### src/rtl/core/spq_pkg.sv
package spq_pkg;

  localparam int unsigned PRIO_W   = 8;
  localparam int unsigned TAG_W    = 16;
  localparam int unsigned COUNT_W  = 5;
  localparam int unsigned ACT_W    = 3;
  localparam int unsigned STATUS_W = 2;

  typedef enum logic [ACT_W-1:0] {
    ACT_INSERT   = 3'd0,
    ACT_DEL_PRIO = 3'd1,
    ACT_DEL_TAG  = 3'd2,
    ACT_SEARCH   = 3'd3,
    ACT_POP      = 3'd4,
    ACT_CLEAR    = 3'd5
  } action_e;

  typedef enum logic [STATUS_W-1:0] {
    STAT_OK        = 2'd0,
    STAT_NOT_FOUND = 2'd1,
    STAT_FULL      = 2'd2
  } status_e;

  // What every cell of the chain does in a given cycle.
  typedef enum logic [2:0] {
    CELL_HOLD,
    CELL_INSERT,
    CELL_POP,
    CELL_CLEAR,
    CELL_SCAN_CLR,
    CELL_SCAN_STEP,
    CELL_REMOVE
  } cell_op_e;

  typedef enum logic [1:0] {
    S_IDLE,
    S_SCAN,
    S_DONE
  } state_e;

  typedef struct packed {
    logic              valid;
    logic [PRIO_W-1:0] prio;
    logic [TAG_W-1:0]  tag;
  } slot_t;

  typedef struct packed {
    cell_op_e          op;
    logic              by_tag;
    logic [PRIO_W-1:0] prio;
    logic [TAG_W-1:0]  tag;
  } cell_ctl_t;

  typedef struct packed {
    logic [ACT_W-1:0]  action;
    logic [PRIO_W-1:0] prio;
    logic [TAG_W-1:0]  tag;
  } cmd_t;

  typedef struct packed {
    logic [STATUS_W-1:0] status;
    logic [TAG_W-1:0]    out_tag;
    logic [PRIO_W-1:0]   out_prio;
    logic [COUNT_W-1:0]  entry_count;
  } res_t;

endpackage

### src/rtl/core/spq_cell.sv
// One slot of the sorted chain. It holds an entry, trades it with its
// neighbors on insert, pop and remove, and carries the two scan chains.
module spq_cell import spq_pkg::*; (
  input  logic      clk_i,
  input  logic      rst_ni,
  input  cell_ctl_t ctl_i,
  input  slot_t     left_slot_i,
  input  slot_t     right_slot_i,
  input  logic      left_lt_i,
  input  logic      left_seen_i,
  input  slot_t     right_fwd_i,
  output slot_t     slot_o,
  output logic      lt_o,
  output logic      seen_o,
  output slot_t     fwd_o
);

  logic              valid_q, valid_d;
  logic [PRIO_W-1:0] prio_q, prio_d;
  logic [TAG_W-1:0]  tag_q, tag_d;
  logic              seen_q, seen_d;
  logic              fwd_valid_q;
  logic [PRIO_W-1:0] fwd_prio_q;
  logic [TAG_W-1:0]  fwd_tag_q;
  slot_t             fwd_d;
  logic              lt;
  logic              hit;

  assign lt  = valid_q && (prio_q < ctl_i.prio);
  assign hit = valid_q && (ctl_i.by_tag ? (tag_q == ctl_i.tag) : (prio_q == ctl_i.prio));

  always_comb begin
    valid_d = valid_q;
    prio_d  = prio_q;
    tag_d   = tag_q;
    seen_d  = seen_q;
    fwd_d   = fwd_o;
    case (ctl_i.op)
      CELL_INSERT: begin
        if (!lt) begin
          if (left_lt_i) begin
            valid_d = 1'b1;
            prio_d  = ctl_i.prio;
            tag_d   = ctl_i.tag;
          end else begin
            valid_d = left_slot_i.valid;
            prio_d  = left_slot_i.prio;
            tag_d   = left_slot_i.tag;
          end
        end
      end
      CELL_POP: begin
        valid_d = right_slot_i.valid;
        prio_d  = right_slot_i.prio;
        tag_d   = right_slot_i.tag;
      end
      CELL_CLEAR: begin
        valid_d = 1'b0;
      end
      CELL_SCAN_CLR: begin
        seen_d       = 1'b0;
        fwd_d.valid  = 1'b0;
      end
      CELL_SCAN_STEP: begin
        seen_d = hit || left_seen_i;
        if (hit) begin
          fwd_d.valid = 1'b1;
          fwd_d.prio  = prio_q;
          fwd_d.tag   = tag_q;
        end else begin
          fwd_d = right_fwd_i;
        end
      end
      CELL_REMOVE: begin
        if (seen_q) begin
          valid_d = right_slot_i.valid;
          prio_d  = right_slot_i.prio;
          tag_d   = right_slot_i.tag;
        end
      end
      default: begin
      end
    endcase
  end

  always_ff @(posedge clk_i or negedge rst_ni) begin
    if (!rst_ni) begin
      valid_q     <= 1'b0;
      seen_q      <= 1'b0;
      fwd_valid_q <= 1'b0;
    end else begin
      valid_q     <= valid_d;
      seen_q      <= seen_d;
      fwd_valid_q <= fwd_d.valid;
    end
  end

  always_ff @(posedge clk_i) begin
    prio_q     <= prio_d;
    tag_q      <= tag_d;
    fwd_prio_q <= fwd_d.prio;
    fwd_tag_q  <= fwd_d.tag;
  end

  assign slot_o = '{valid: valid_q, prio: prio_q, tag: tag_q};
  assign lt_o   = lt;
  assign seen_o = seen_q;
  assign fwd_o  = '{valid: fwd_valid_q, prio: fwd_prio_q, tag: fwd_tag_q};

endmodule

### src/rtl/core/sorted_priority_queue.sv
// Sorted priority queue of DEPTH entries kept in ascending priority order in a
// row of cells, each cell holding one entry. An item is accepted at a rising
// edge where start_i is high and busy_o is low, and gives exactly one result,
// shown on res_o for one cycle while done_o is high; the receiver cannot stall,
// so every result must be taken in the cycle it appears. Insert, pop head,
// clear and the unused action codes need no scan: busy_o stays low, a new
// item can be accepted in the very next cycle, and the registered result
// appears in the cycle after acceptance. Delete by priority, delete by tag
// and search keep busy_o high through a scan and a commit step; the first
// matching entry is found by two chains that move one cell per cycle across
// the row (one marks every cell at or after the match, the other carries
// the matching entry toward the head), so the row's length sets the scan's.
// An insert into a full queue is dropped with status full. The entry count
// on the result is the count after the item, taken modulo 32.
module sorted_priority_queue import spq_pkg::*; #(
  parameter int unsigned DEPTH = 16
) (
  input  logic clk_i,
  input  logic rst_ni,
  input  logic start_i,
  input  cmd_t cmd_i,
  output logic busy_o,
  output logic done_o,
  output res_t res_o
);

  localparam int unsigned CNT_W  = $clog2(DEPTH + 1);
  localparam int unsigned SCAN_W = $clog2(DEPTH);

  state_e            state_q, state_d;
  logic [SCAN_W-1:0] scan_q, scan_d;
  logic [CNT_W-1:0]  count_q, count_d;
  cmd_t              op_q, op_d;
  logic              done_q, done_d;
  res_t              res_q, res_d;
  cell_ctl_t         ctl;
  logic              accept;
  logic              full;
  logic              empty;

  // Per-cell views of the chain.
  slot_t slot_w [DEPTH];
  slot_t fwd_w  [DEPTH];
  logic  lt_w   [DEPTH];
  logic  seen_w [DEPTH];

  assign busy_o = (state_q != S_IDLE);
  assign accept = start_i && !busy_o;
  assign full   = (count_q == CNT_W'(DEPTH));
  assign empty  = (count_q == '0);

  for (genvar i = 0; i < DEPTH; i++) begin : g_cell
    slot_t left_slot, right_slot, right_fwd;
    logic  left_lt, left_seen;

    if (i == 0) begin : g_head
      assign left_slot = '0;
      assign left_lt   = 1'b1;
      assign left_seen = 1'b0;
    end else begin : g_mid_l
      assign left_slot = slot_w[i-1];
      assign left_lt   = lt_w[i-1];
      assign left_seen = seen_w[i-1];
    end

    if (i == DEPTH - 1) begin : g_tail
      assign right_slot = '0;
      assign right_fwd  = '0;
    end else begin : g_mid_r
      assign right_slot = slot_w[i+1];
      assign right_fwd  = fwd_w[i+1];
    end

    spq_cell u_cell (
      .clk_i        (clk_i),
      .rst_ni       (rst_ni),
      .ctl_i        (ctl),
      .left_slot_i  (left_slot),
      .right_slot_i (right_slot),
      .left_lt_i    (left_lt),
      .left_seen_i  (left_seen),
      .right_fwd_i  (right_fwd),
      .slot_o       (slot_w[i]),
      .lt_o         (lt_w[i]),
      .seen_o       (seen_w[i]),
      .fwd_o        (fwd_w[i])
    );
  end

  // Sequencer: operations without a scan are decoded straight off the command,
  // while lookups go through a scan of DEPTH steps and a final commit step.
  always_comb begin
    state_d    = state_q;
    scan_d     = scan_q;
    count_d    = count_q;
    op_d       = op_q;
    done_d     = 1'b0;
    res_d      = '0;
    ctl.op     = CELL_HOLD;
    ctl.by_tag = (op_q.action == ACT_DEL_TAG);
    ctl.prio   = op_q.prio;
    ctl.tag    = op_q.tag;

    unique case (state_q)
      S_IDLE: begin
        ctl.prio = cmd_i.prio;
        ctl.tag  = cmd_i.tag;
        if (accept) begin
          done_d = 1'b1;
          unique case (cmd_i.action) inside
            ACT_INSERT: begin
              if (full) begin
                res_d.status = STAT_FULL;
              end else begin
                ctl.op  = CELL_INSERT;
                count_d = count_q + 1'b1;
              end
            end
            ACT_DEL_PRIO, ACT_DEL_TAG, ACT_SEARCH: begin
              // The result waits for the end of the scan.
              done_d  = 1'b0;
              ctl.op  = CELL_SCAN_CLR;
              op_d    = cmd_i;
              scan_d  = '0;
              state_d = S_SCAN;
            end
            ACT_POP: begin
              if (empty) begin
                res_d.status = STAT_NOT_FOUND;
              end else begin
                ctl.op         = CELL_POP;
                res_d.out_tag  = slot_w[0].tag;
                res_d.out_prio = slot_w[0].prio;
                count_d        = count_q - 1'b1;
              end
            end
            ACT_CLEAR: begin
              ctl.op  = CELL_CLEAR;
              count_d = '0;
            end
            default: begin
            end
          endcase
        end
      end
      S_SCAN: begin
        ctl.op = CELL_SCAN_STEP;
        scan_d = scan_q + 1'b1;
        if (scan_q == SCAN_W'(DEPTH - 1)) begin
          state_d = S_DONE;
        end
      end
      S_DONE: begin
        // The head cell's forward chain now holds the first match, if any.
        done_d  = 1'b1;
        state_d = S_IDLE;
        if (!fwd_w[0].valid) begin
          res_d.status = STAT_NOT_FOUND;
        end else if (op_q.action == ACT_SEARCH) begin
          res_d.out_tag  = fwd_w[0].tag;
          res_d.out_prio = fwd_w[0].prio;
        end else begin
          ctl.op  = CELL_REMOVE;
          count_d = count_q - 1'b1;
        end
      end
      default: begin
        state_d = S_IDLE;
      end
    endcase

    res_d.entry_count = COUNT_W'(count_d);
  end

  always_ff @(posedge clk_i or negedge rst_ni) begin
    if (!rst_ni) begin
      state_q <= S_IDLE;
      scan_q  <= '0;
      count_q <= '0;
      done_q  <= 1'b0;
    end else begin
      state_q <= state_d;
      scan_q  <= scan_d;
      count_q <= count_d;
      done_q  <= done_d;
    end
  end

  always_ff @(posedge clk_i) begin
    op_q  <= op_d;
    res_q <= res_d;
  end

  assign done_o = done_q;
  assign res_o  = res_q;

endmodule

### config.mk
export PLATFORM = sky130hd
export DESIGN_NAME = sorted_priority_queue
export DESIGN_NICKNAME = d
export VERILOG_FILES = /design/src/rtl/core/spq_pkg.sv /design/src/rtl/core/spq_cell.sv /design/src/rtl/core/sorted_priority_queue.sv
export SDC_FILE = /design/constraint.sdc
export NUM_CORES = 2
export LEC_CHECK = 0
export ABC_AREA = 1
export BUFFER_PORTS_ARGS = -buffer_cell sky130_fd_sc_hd__buf_2
export CORE_MARGIN = 3
export CORE_UTILIZATION = 53
export CTS_BUF_LIST = sky130_fd_sc_hd__clkbuf_4
export DETAILED_ROUTE_END_ITERATION = 8
export PLACE_DENSITY = 0.69
export SLEW_MARGIN = 10
export SYNTH_ARGS = -nofsm -noshare
export SYNTH_HDL_FRONTEND = slang
export SYNTH_SLANG_ARGS = --single-unit
### constraint.sdc
create_clock -name clk_i -period 21 [get_ports clk_i]
set_clock_uncertainty 0.05 [all_clocks]
set_input_delay 1.05 -clock clk_i [delete_from_list [all_inputs] [get_ports clk_i]]
set_output_delay 1.05 -clock clk_i [all_outputs]
set_load 0.01 [all_outputs]
[Yosys cells after proc, flatten, opt, wreduce, memory -nomap -nowiden]
Index checks and enable logic that the tools add are counted.
Operators by class
  add/subtract/negate cells: 3
  $mul: 0
  divide/modulo/power cells: 0
  $lt $le $gt $ge: 16
  equal/unequal tests: 84
  shift operators: 0
  mux-type cells: 288
  bitwise gates (word level): 0
  reductions and logical operators: 95
Operators by type and width (number)
  one-hot mux 16 bit (3 select lines): 16
  2-to-1 mux 16 bit: 47
  2-to-1 mux 25 bit: 16
  one-hot mux 8 bit (3 select lines): 16
  2-to-1 mux 8 bit: 47
  == test 16 bit: 16
  == test 8 bit: 16
  < comparator 8 bit: 16
  2-to-1 mux 24 bit: 5
  AND reduction 3 bit: 35
  2-to-1 mux 1 bit: 68
  one-hot mux 1 bit (2 select lines): 33
  one-hot mux 1 bit (4 select lines): 15
  one-hot mux 26 bit (2 select lines): 1
  != test 2 bit, second input constant: 18
  != test 2 x 1 -> 1 bit, second input constant: 17
  logical AND 1 bit: 33
  2-to-1 mux 26 bit: 1
  2-to-1 mux 5 bit: 5
  == test 3 x 2 -> 1 bit, second input constant: 6
  == test 3 bit, second input constant: 5
  logical OR 1 bit: 15
  one-hot mux 5 bit (3 select lines): 1
  one-hot mux 3 bit (4 select lines): 1
  other kinds (25): 37
Word-level totals
  flip-flop bits (word level): 886
  bits in latches: 0
  RAM bits: 0
  memory bits (read-only): 0
  input bits: 30
  output and inout bits: 33
  word-level logic and storage cells: 609
  memories kept: 0

[Logic depth before layout (Yosys ltp)]
  depth in word-level cells: 9
  gate-level depth with buffers: 20

[Cells and area by module]
From an unflattened synthesis, not the netlist that was laid out.
Unflattened totals
  cell total of the unflattened synthesis: 6471
  area total of the unflattened synthesis: 52278.9 µm²
Modules (own cells, without submodules)
  spq_cell: instances 16, cells an instance 382, area each 3076.7 µm², sequential area each 1516.5 µm²
  sorted_priority_queue: instances 1, cells an instance 359, area each 3051.7 µm², sequential area each 1731.7 µm²

[Worst setup path after synthesis]
Ideal clock, no wire load.
  kind: reg2reg
  start: register state_q[0]
  end: register g_cell[0].u_cell.fwd_prio_q[0] (enable)
  setup time: 0.896 ns
  data arrival time: 11.383 ns
  data required time: 20.054 ns
  path slack: 8.671 ns
  stages on the path, launching flop included: 5
  buffers on the path: 2
  period minus slack after synthesis: 12.329 ns
  path through: dfrtp_1 inv_2 nor2_1 clkbuf_1 buf_1
Between the ends
  cells in the longest elaborated chain, start to end: 6
  elaborated cells between the ends (all ways): 9
  those cells by class: 3 x eq/ne; 2 x mux; 4 x reduce/logical
Ends and longest elaborated chain
  start: declaration: RTL line sorted_priority_queue.sv:30  | state_e state_q, state_d;
  start signal: assignment: RTL line sorted_priority_queue.sv:182  | state_q <= state_d;
  nonzero test 2 bit: RTL line sorted_priority_queue.sv:47  | assign busy_o = (state_q != S_IDLE);
  logical NOT 1 bit: RTL line sorted_priority_queue.sv:48  | assign accept = start_i && !busy_o;
  logical AND 1 bit: RTL line sorted_priority_queue.sv:48
  2-to-1 mux 3 bit: RTL line sorted_priority_queue.sv:108  | if (accept) begin
  one-hot mux 3 bit (3 select lines) *: RTL line sorted_priority_queue.sv:104  | unique case (state_q)
  == test 3 bit *: RTL line spq_cell.sv:38  | case (ctl_i.op)
  end signal: assignment: RTL line spq_cell.sv:101  | fwd_prio_q <= fwd_d.prio;
  end: declaration: RTL line spq_cell.sv:23  | logic [PRIO_W-1:0] fwd_prio_q;
Mark *: on every way between the ends. The rest lies on a longest branch, timed or not.
A chain may end at the register's enable or synchronous reset.

[Final worst setup path]
  start: register state_q[1]
  end: register g_cell[4].u_cell.tag_q[10] (data pin)
Between the ends
  cells in the longest elaborated chain, start to end: 7
  elaborated cells between the ends (all ways): 17
  those cells by class: 1 x order compare; 5 x eq/ne; 6 x mux; 5 x reduce/logical
Ends and longest elaborated chain
  logical NOT 2 bit / nonzero test 2 bit (equally long branches): RTL line sorted_priority_queue.sv:104, sorted_priority_queue.sv:47
  2-to-1 mux 24 bit / logical NOT 1 bit (equally long branches): RTL line sorted_priority_queue.sv:104, sorted_priority_queue.sv:48
  < comparator 8 bit / logical AND 1 bit (equally long branches): RTL line spq_cell.sv:29, sorted_priority_queue.sv:48
  logical AND 1 bit / 2-to-1 mux 3 bit (equally long branches): RTL line spq_cell.sv:29, sorted_priority_queue.sv:108
  2-to-1 mux 16 bit / one-hot mux 3 bit (3 select lines) (equally long branches): RTL line spq_cell.sv:41, sorted_priority_queue.sv:104
  2-to-1 mux 16 bit, or another cell as far along: RTL line spq_cell.sv:40  | if (!lt) begin
  one-hot mux 16 bit (3 select lines) *: RTL line spq_cell.sv:38
  via g_cell[4].u_cell.tag_d[10]: RTL line spq_cell.sv:20  | logic [TAG_W-1:0] tag_q, tag_d;
  end signal: assignment: RTL line spq_cell.sv:100  | tag_q <= tag_d;
  end: declaration: RTL line spq_cell.sv:20
The timed path passes the listed nets; every way through them passes the cells marked *. The select of a mux whose other input is x is not followed.

==> impl_results.rst <==
.. list-table::
   :header-rows: 1

   * - Metric
     - Value
   * - Status
     - completed
   * - Gp weighted congestion
     - roughly 0.95
   * - Cts bufs inserted
     - between 200 and 250
   * - Clock insertion delay at the later pin of the skew report
     - roughly 1.1 ns
   * - Initial DRC Count
     - 5,716
   * - Buffers from clock root to sink, at most
     - 3
   * - Worst Max-Slew Pin Slew
     - 1.145 ns
   * - Post-DP Area
     - between 50,000 and 60,000 µm²
   * - Library cells used by synthesis
     - 45
   * - Setup Total Neg Slack
     - 0 ns
   * - CP startpoint kind
     - register
   * - Final Cycle Share
     - between 20% and 30%
   * - Cell type contributing the most total cell area after synthesis
     - edfxtp_1
   * - Via count of the first global-routing pass
     - approximately 40k
   * - WL met3
     - between 15,000 and 20,000 µm
   * - Horiz. Die Dim
     - 311.5 µm
   * - Max VDD drop
     - 0.1334 mV
   * - CTS root buffer
     - clkbuf_4
   * - Cell type with the highest occurrence count on the critical path
     - buf_4
   * - I/O pin total
     - between 60 and 70
   * - Type of the worst setup path
     - register to register
   * - Pin count of the biggest net entering global routing
     - about 160
   * - CP Cell Sequence
     - nor2_4 > buf_4 > nand2_1 > clkinv_1 > nand2_1 > nand2_2 > nand3_4 > buf_4 > buf_4 > o21ai_0
   * - Instance count along the most critical hold path
     - 1
   * - Min Tclk post-route
     - 5.422 ns
   * - Worst reg2reg path startpoint
     - state_q[1]
   * - Setup Viol. Count Final
     - 0
   * - Worst R2R End
     - g_cell[4].u_cell.tag_q[10]
   * - Initial core utilization
     - 53.73%
   * - Routed metal-1 wirelength
     - approximately 64,000 µm
   * - Post-route cell area
     - about 54,000 µm²
   * - WHS Endpoint
     - op_q[5]
   * - Number of maximum-capacitance violations
     - 0
   * - CTS HTree Levels
     - 4
   * - Pins over their slew limit
     - 0
   * - Antenna violation net count after detailed routing
     - 0
   * - Amount of wire on met2 after detailed routing
     - 70,630 µm
   * - Longest individual stage delay on the worst path
     - ~1 ns
   * - Slowest stage cell, crit path
     - buf_4
   * - Syn-to-layout area delta
     - 8.444%
   * - Top library cells by usage in the layout, fill and taps aside
     - nand2_1, edfxtp_1, inv_1
   * - Via-per-instance ratio
     - 5.840
   * - Number of standard cells after synthesis
     - just under 6k
   * - Register-to-register setup slack
     - between 15 and 20 ns
   * - Final count of hold timing violations
     - 0
   * - Placement row count
     - approximately 110
   * - Cell count of the worst reg-to-reg path
     - 10
   * - Gr usage total
     - between 30% and 40%
   * - Overall overflow remaining after global route
     - 0
   * - Most common cell after layout, fill and taps aside
     - nand2_1
   * - Critical Path AT
     - approximately 6.2 ns
   * - CTS hold repair buffers
     - 14
   * - Proportion of layout cells with a drive suffix above 1
     - 10.38%
   * - Number of buffers inserted by port buffering
     - 62
   * - Number of antenna violations at the first check in global routing
     - 2
   * - Startpoint of the tightest hold check path
     - cmd_i[5]
   * - Post-route DRC
     - 0
   * - Sequential fraction of the synthesis area
     - between 50% and 60%
   * - Highest clock frequency the design can meet
     - roughly 180 MHz
   * - TritonCTS clock tree
     - built
   * - Warnings, synthesis
     - 0
   * - Top layer used by detailed routing
     - met5
   * - Die Height
     - around 310 µm
   * - Slew HR
     - between 20% and 30%
   * - Clk sink count
     - ~890
   * - First-pass GRT wire length
     - roughly 240,000 µm
   * - Number of gates given a new drive strength after cts
     - 0
   * - Net count after synthesis
     - just over 6k
   * - Clock-pin slew on the worst setup and hold paths
     - about 0.060 ns
   * - Tightest Hold Check Type
     - input port to register
   * - Total core area
     - approximately 92,000 µm²
   * - Average routed wire per standard cell
     - 21.76 µm
   * - Register bit total from synthesis
     - ~890
   * - Leakage Power
     - roughly 24 nW
   * - Top cells by area in the synthesized netlist
     - edfxtp_1, nand2_1, o21ai_0
   * - Worst Path Max Fanout
     - approximately 120
   * - Post-layout net count
     - a little over 6k
   * - Die Footprint
     - roughly 97,000 µm²
   * - Synth top area share
     - approximately half
   * - Post-detail-place hpwl
     - approximately 110,000 µm
   * - DR vias
     - 43.04k
   * - RSZ-0062 raised after global routing
     - false
   * - Setup fix buffers added after clock tree synthesis
     - 0
   * - Drt first pass iters
     - 6
   * - Syn Area/Cell
     - around 8.4 µm²
   * - CP Capture Type
     - register
   * - Synth Cell Area
     - between 40,000 and 50,000 µm²
   * - Pwr per Cell Area
     - approximately 120 nW/µm²
   * - Final routed wirelength across all metal layers
     - 160,400 µm
   * - Worst EP required
     - 21.73 ns
## synth_stat cells, drive strengths merged
cell type / number
a211oi: 3
a21boi: 4
a21oi: 202
a22o: 2
a22oi: 1
a31oi: 20
a41oi: 1
and3: 4
buf: 185
clkbuf: 156
clkinv: 4
dfrtp: 60
dfxtp: 31
edfxtp: 795
ha: 131
inv: 532
mux2i: 1
nand2: 1841
nand3: 370
nand3b: 1
nand4: 18
nor2: 533
nor3: 23
o211ai: 263
o21a: 2
o21ai: 628
o21bai: 1
o221ai: 3
o22ai: 28
or2: 5
xnor2: 1
xor2: 26
## flip-flops by register name (all words and copies together), names as in the netlist
signal and flops:
g_cell.u_cell.fwd_tag_q 256, done_o 1, g_cell.u_cell.fwd_prio_q 128, op_q 27, state_q 2, res_o 31
g_cell.u_cell.prio_q 128, g_cell.u_cell.fwd_valid_q 16, g_cell.u_cell.tag_q 256, count_q 5, g_cell.u_cell.valid_q 16, g_cell.u_cell.seen_o 16
scan_q 4
## routing by layer
metal / global-route usage (%) / vias up
met4: 15.37 / 4
met5: 0.5435 / -
li1: - / 20110
met2: 49.58 / 2552
met1: 43.65 / 19930
met3: 7.541 / 449
## cells by family (layout without fill, tap and decap cells)
group / after synthesis / count (layout) / share of synthesized area, %
AO/OA/AOI/OAI: 1158 / 1158 / 13.28
XOR/XNOR: 27 / 27 / 0.4779
adder cells (fa/ha/maj): 131 / 131 / 3.313
buffers and inverters: 877 / 1129 / 7.584
flip-flops: 886 / 886 / 52.54
multiplexers: 1 / 1 / 0.02023
other: 0 / 1 / 0
AND/OR/NAND/NOR: 2795 / 2795 / 22.79
## worst max path at each step
| stage | from | end | slack, ns | cells after the start |
|---|---|---|---|---|
| global placement | state_q[1] | g_cell[0].u_cell.tag_q[4] | 15.73 | 16 |
| global route | state_q[1] | g_cell[5].u_cell.tag_q[4] | 15.18 | 11 |
| floorplan | state_q[0] | g_cell[0].u_cell.fwd_prio_q[0] | 8.67 | 4 |
| CTS | state_q[1] | g_cell[0].u_cell.tag_q[4] | 15.65 | 16 |
| finish | state_q[1] | g_cell[4].u_cell.tag_q[10] | 15.58 | 10 |
| detailed placement | start_i | g_cell[7].u_cell.tag_q[9] | 15.63 | 9 |
## critical path: cells and delay by family, from the launching register on
family                 cells  cell delay, ns
DFF                        1            0.45
AOI/OAI and AO/OA          1            0.25
buffers and inverters      4            2.78
and+or+nand+nor            5            1.44
## metrics by stage
step           setup WS (ns)  hold WS [ns]  util, %  power (mW)  std cells
3_3_place_gp           15.73        0.4116    54.84       4.694       6937
5_1_grt                15.18       0.06859    58.27       6.684       7371
2_1_floorplan          8.671        0.3985        -       4.206       5875
6_report               15.58        0.1516    58.27       6.314       7371
4_1_cts                15.65      0.001511    58.27       6.292       7370
3_5_place_dp           15.63        0.4149    54.84       4.743       6937
## power by group
group | total, mW | switching [mW] | internal, mW
clock | 1.55 | 0.735 | 0.811
combinational | 1.97 | 1.44 | 0.536
sequential | 2.80 | 0.168 | 2.63
## cell type report
class,count,area [µm²]
clock buffers,361,2710
diodes,1,2.502
flip-flops and latches,886,25990
clock inverters,58,310.3
well taps,1243,1555
inverters,536,2012
repair buffers,174,1199
fillers,8368,38420
multi-input cells,4112,19870
No activity file was read; power rests on OpenSTA's default activity.
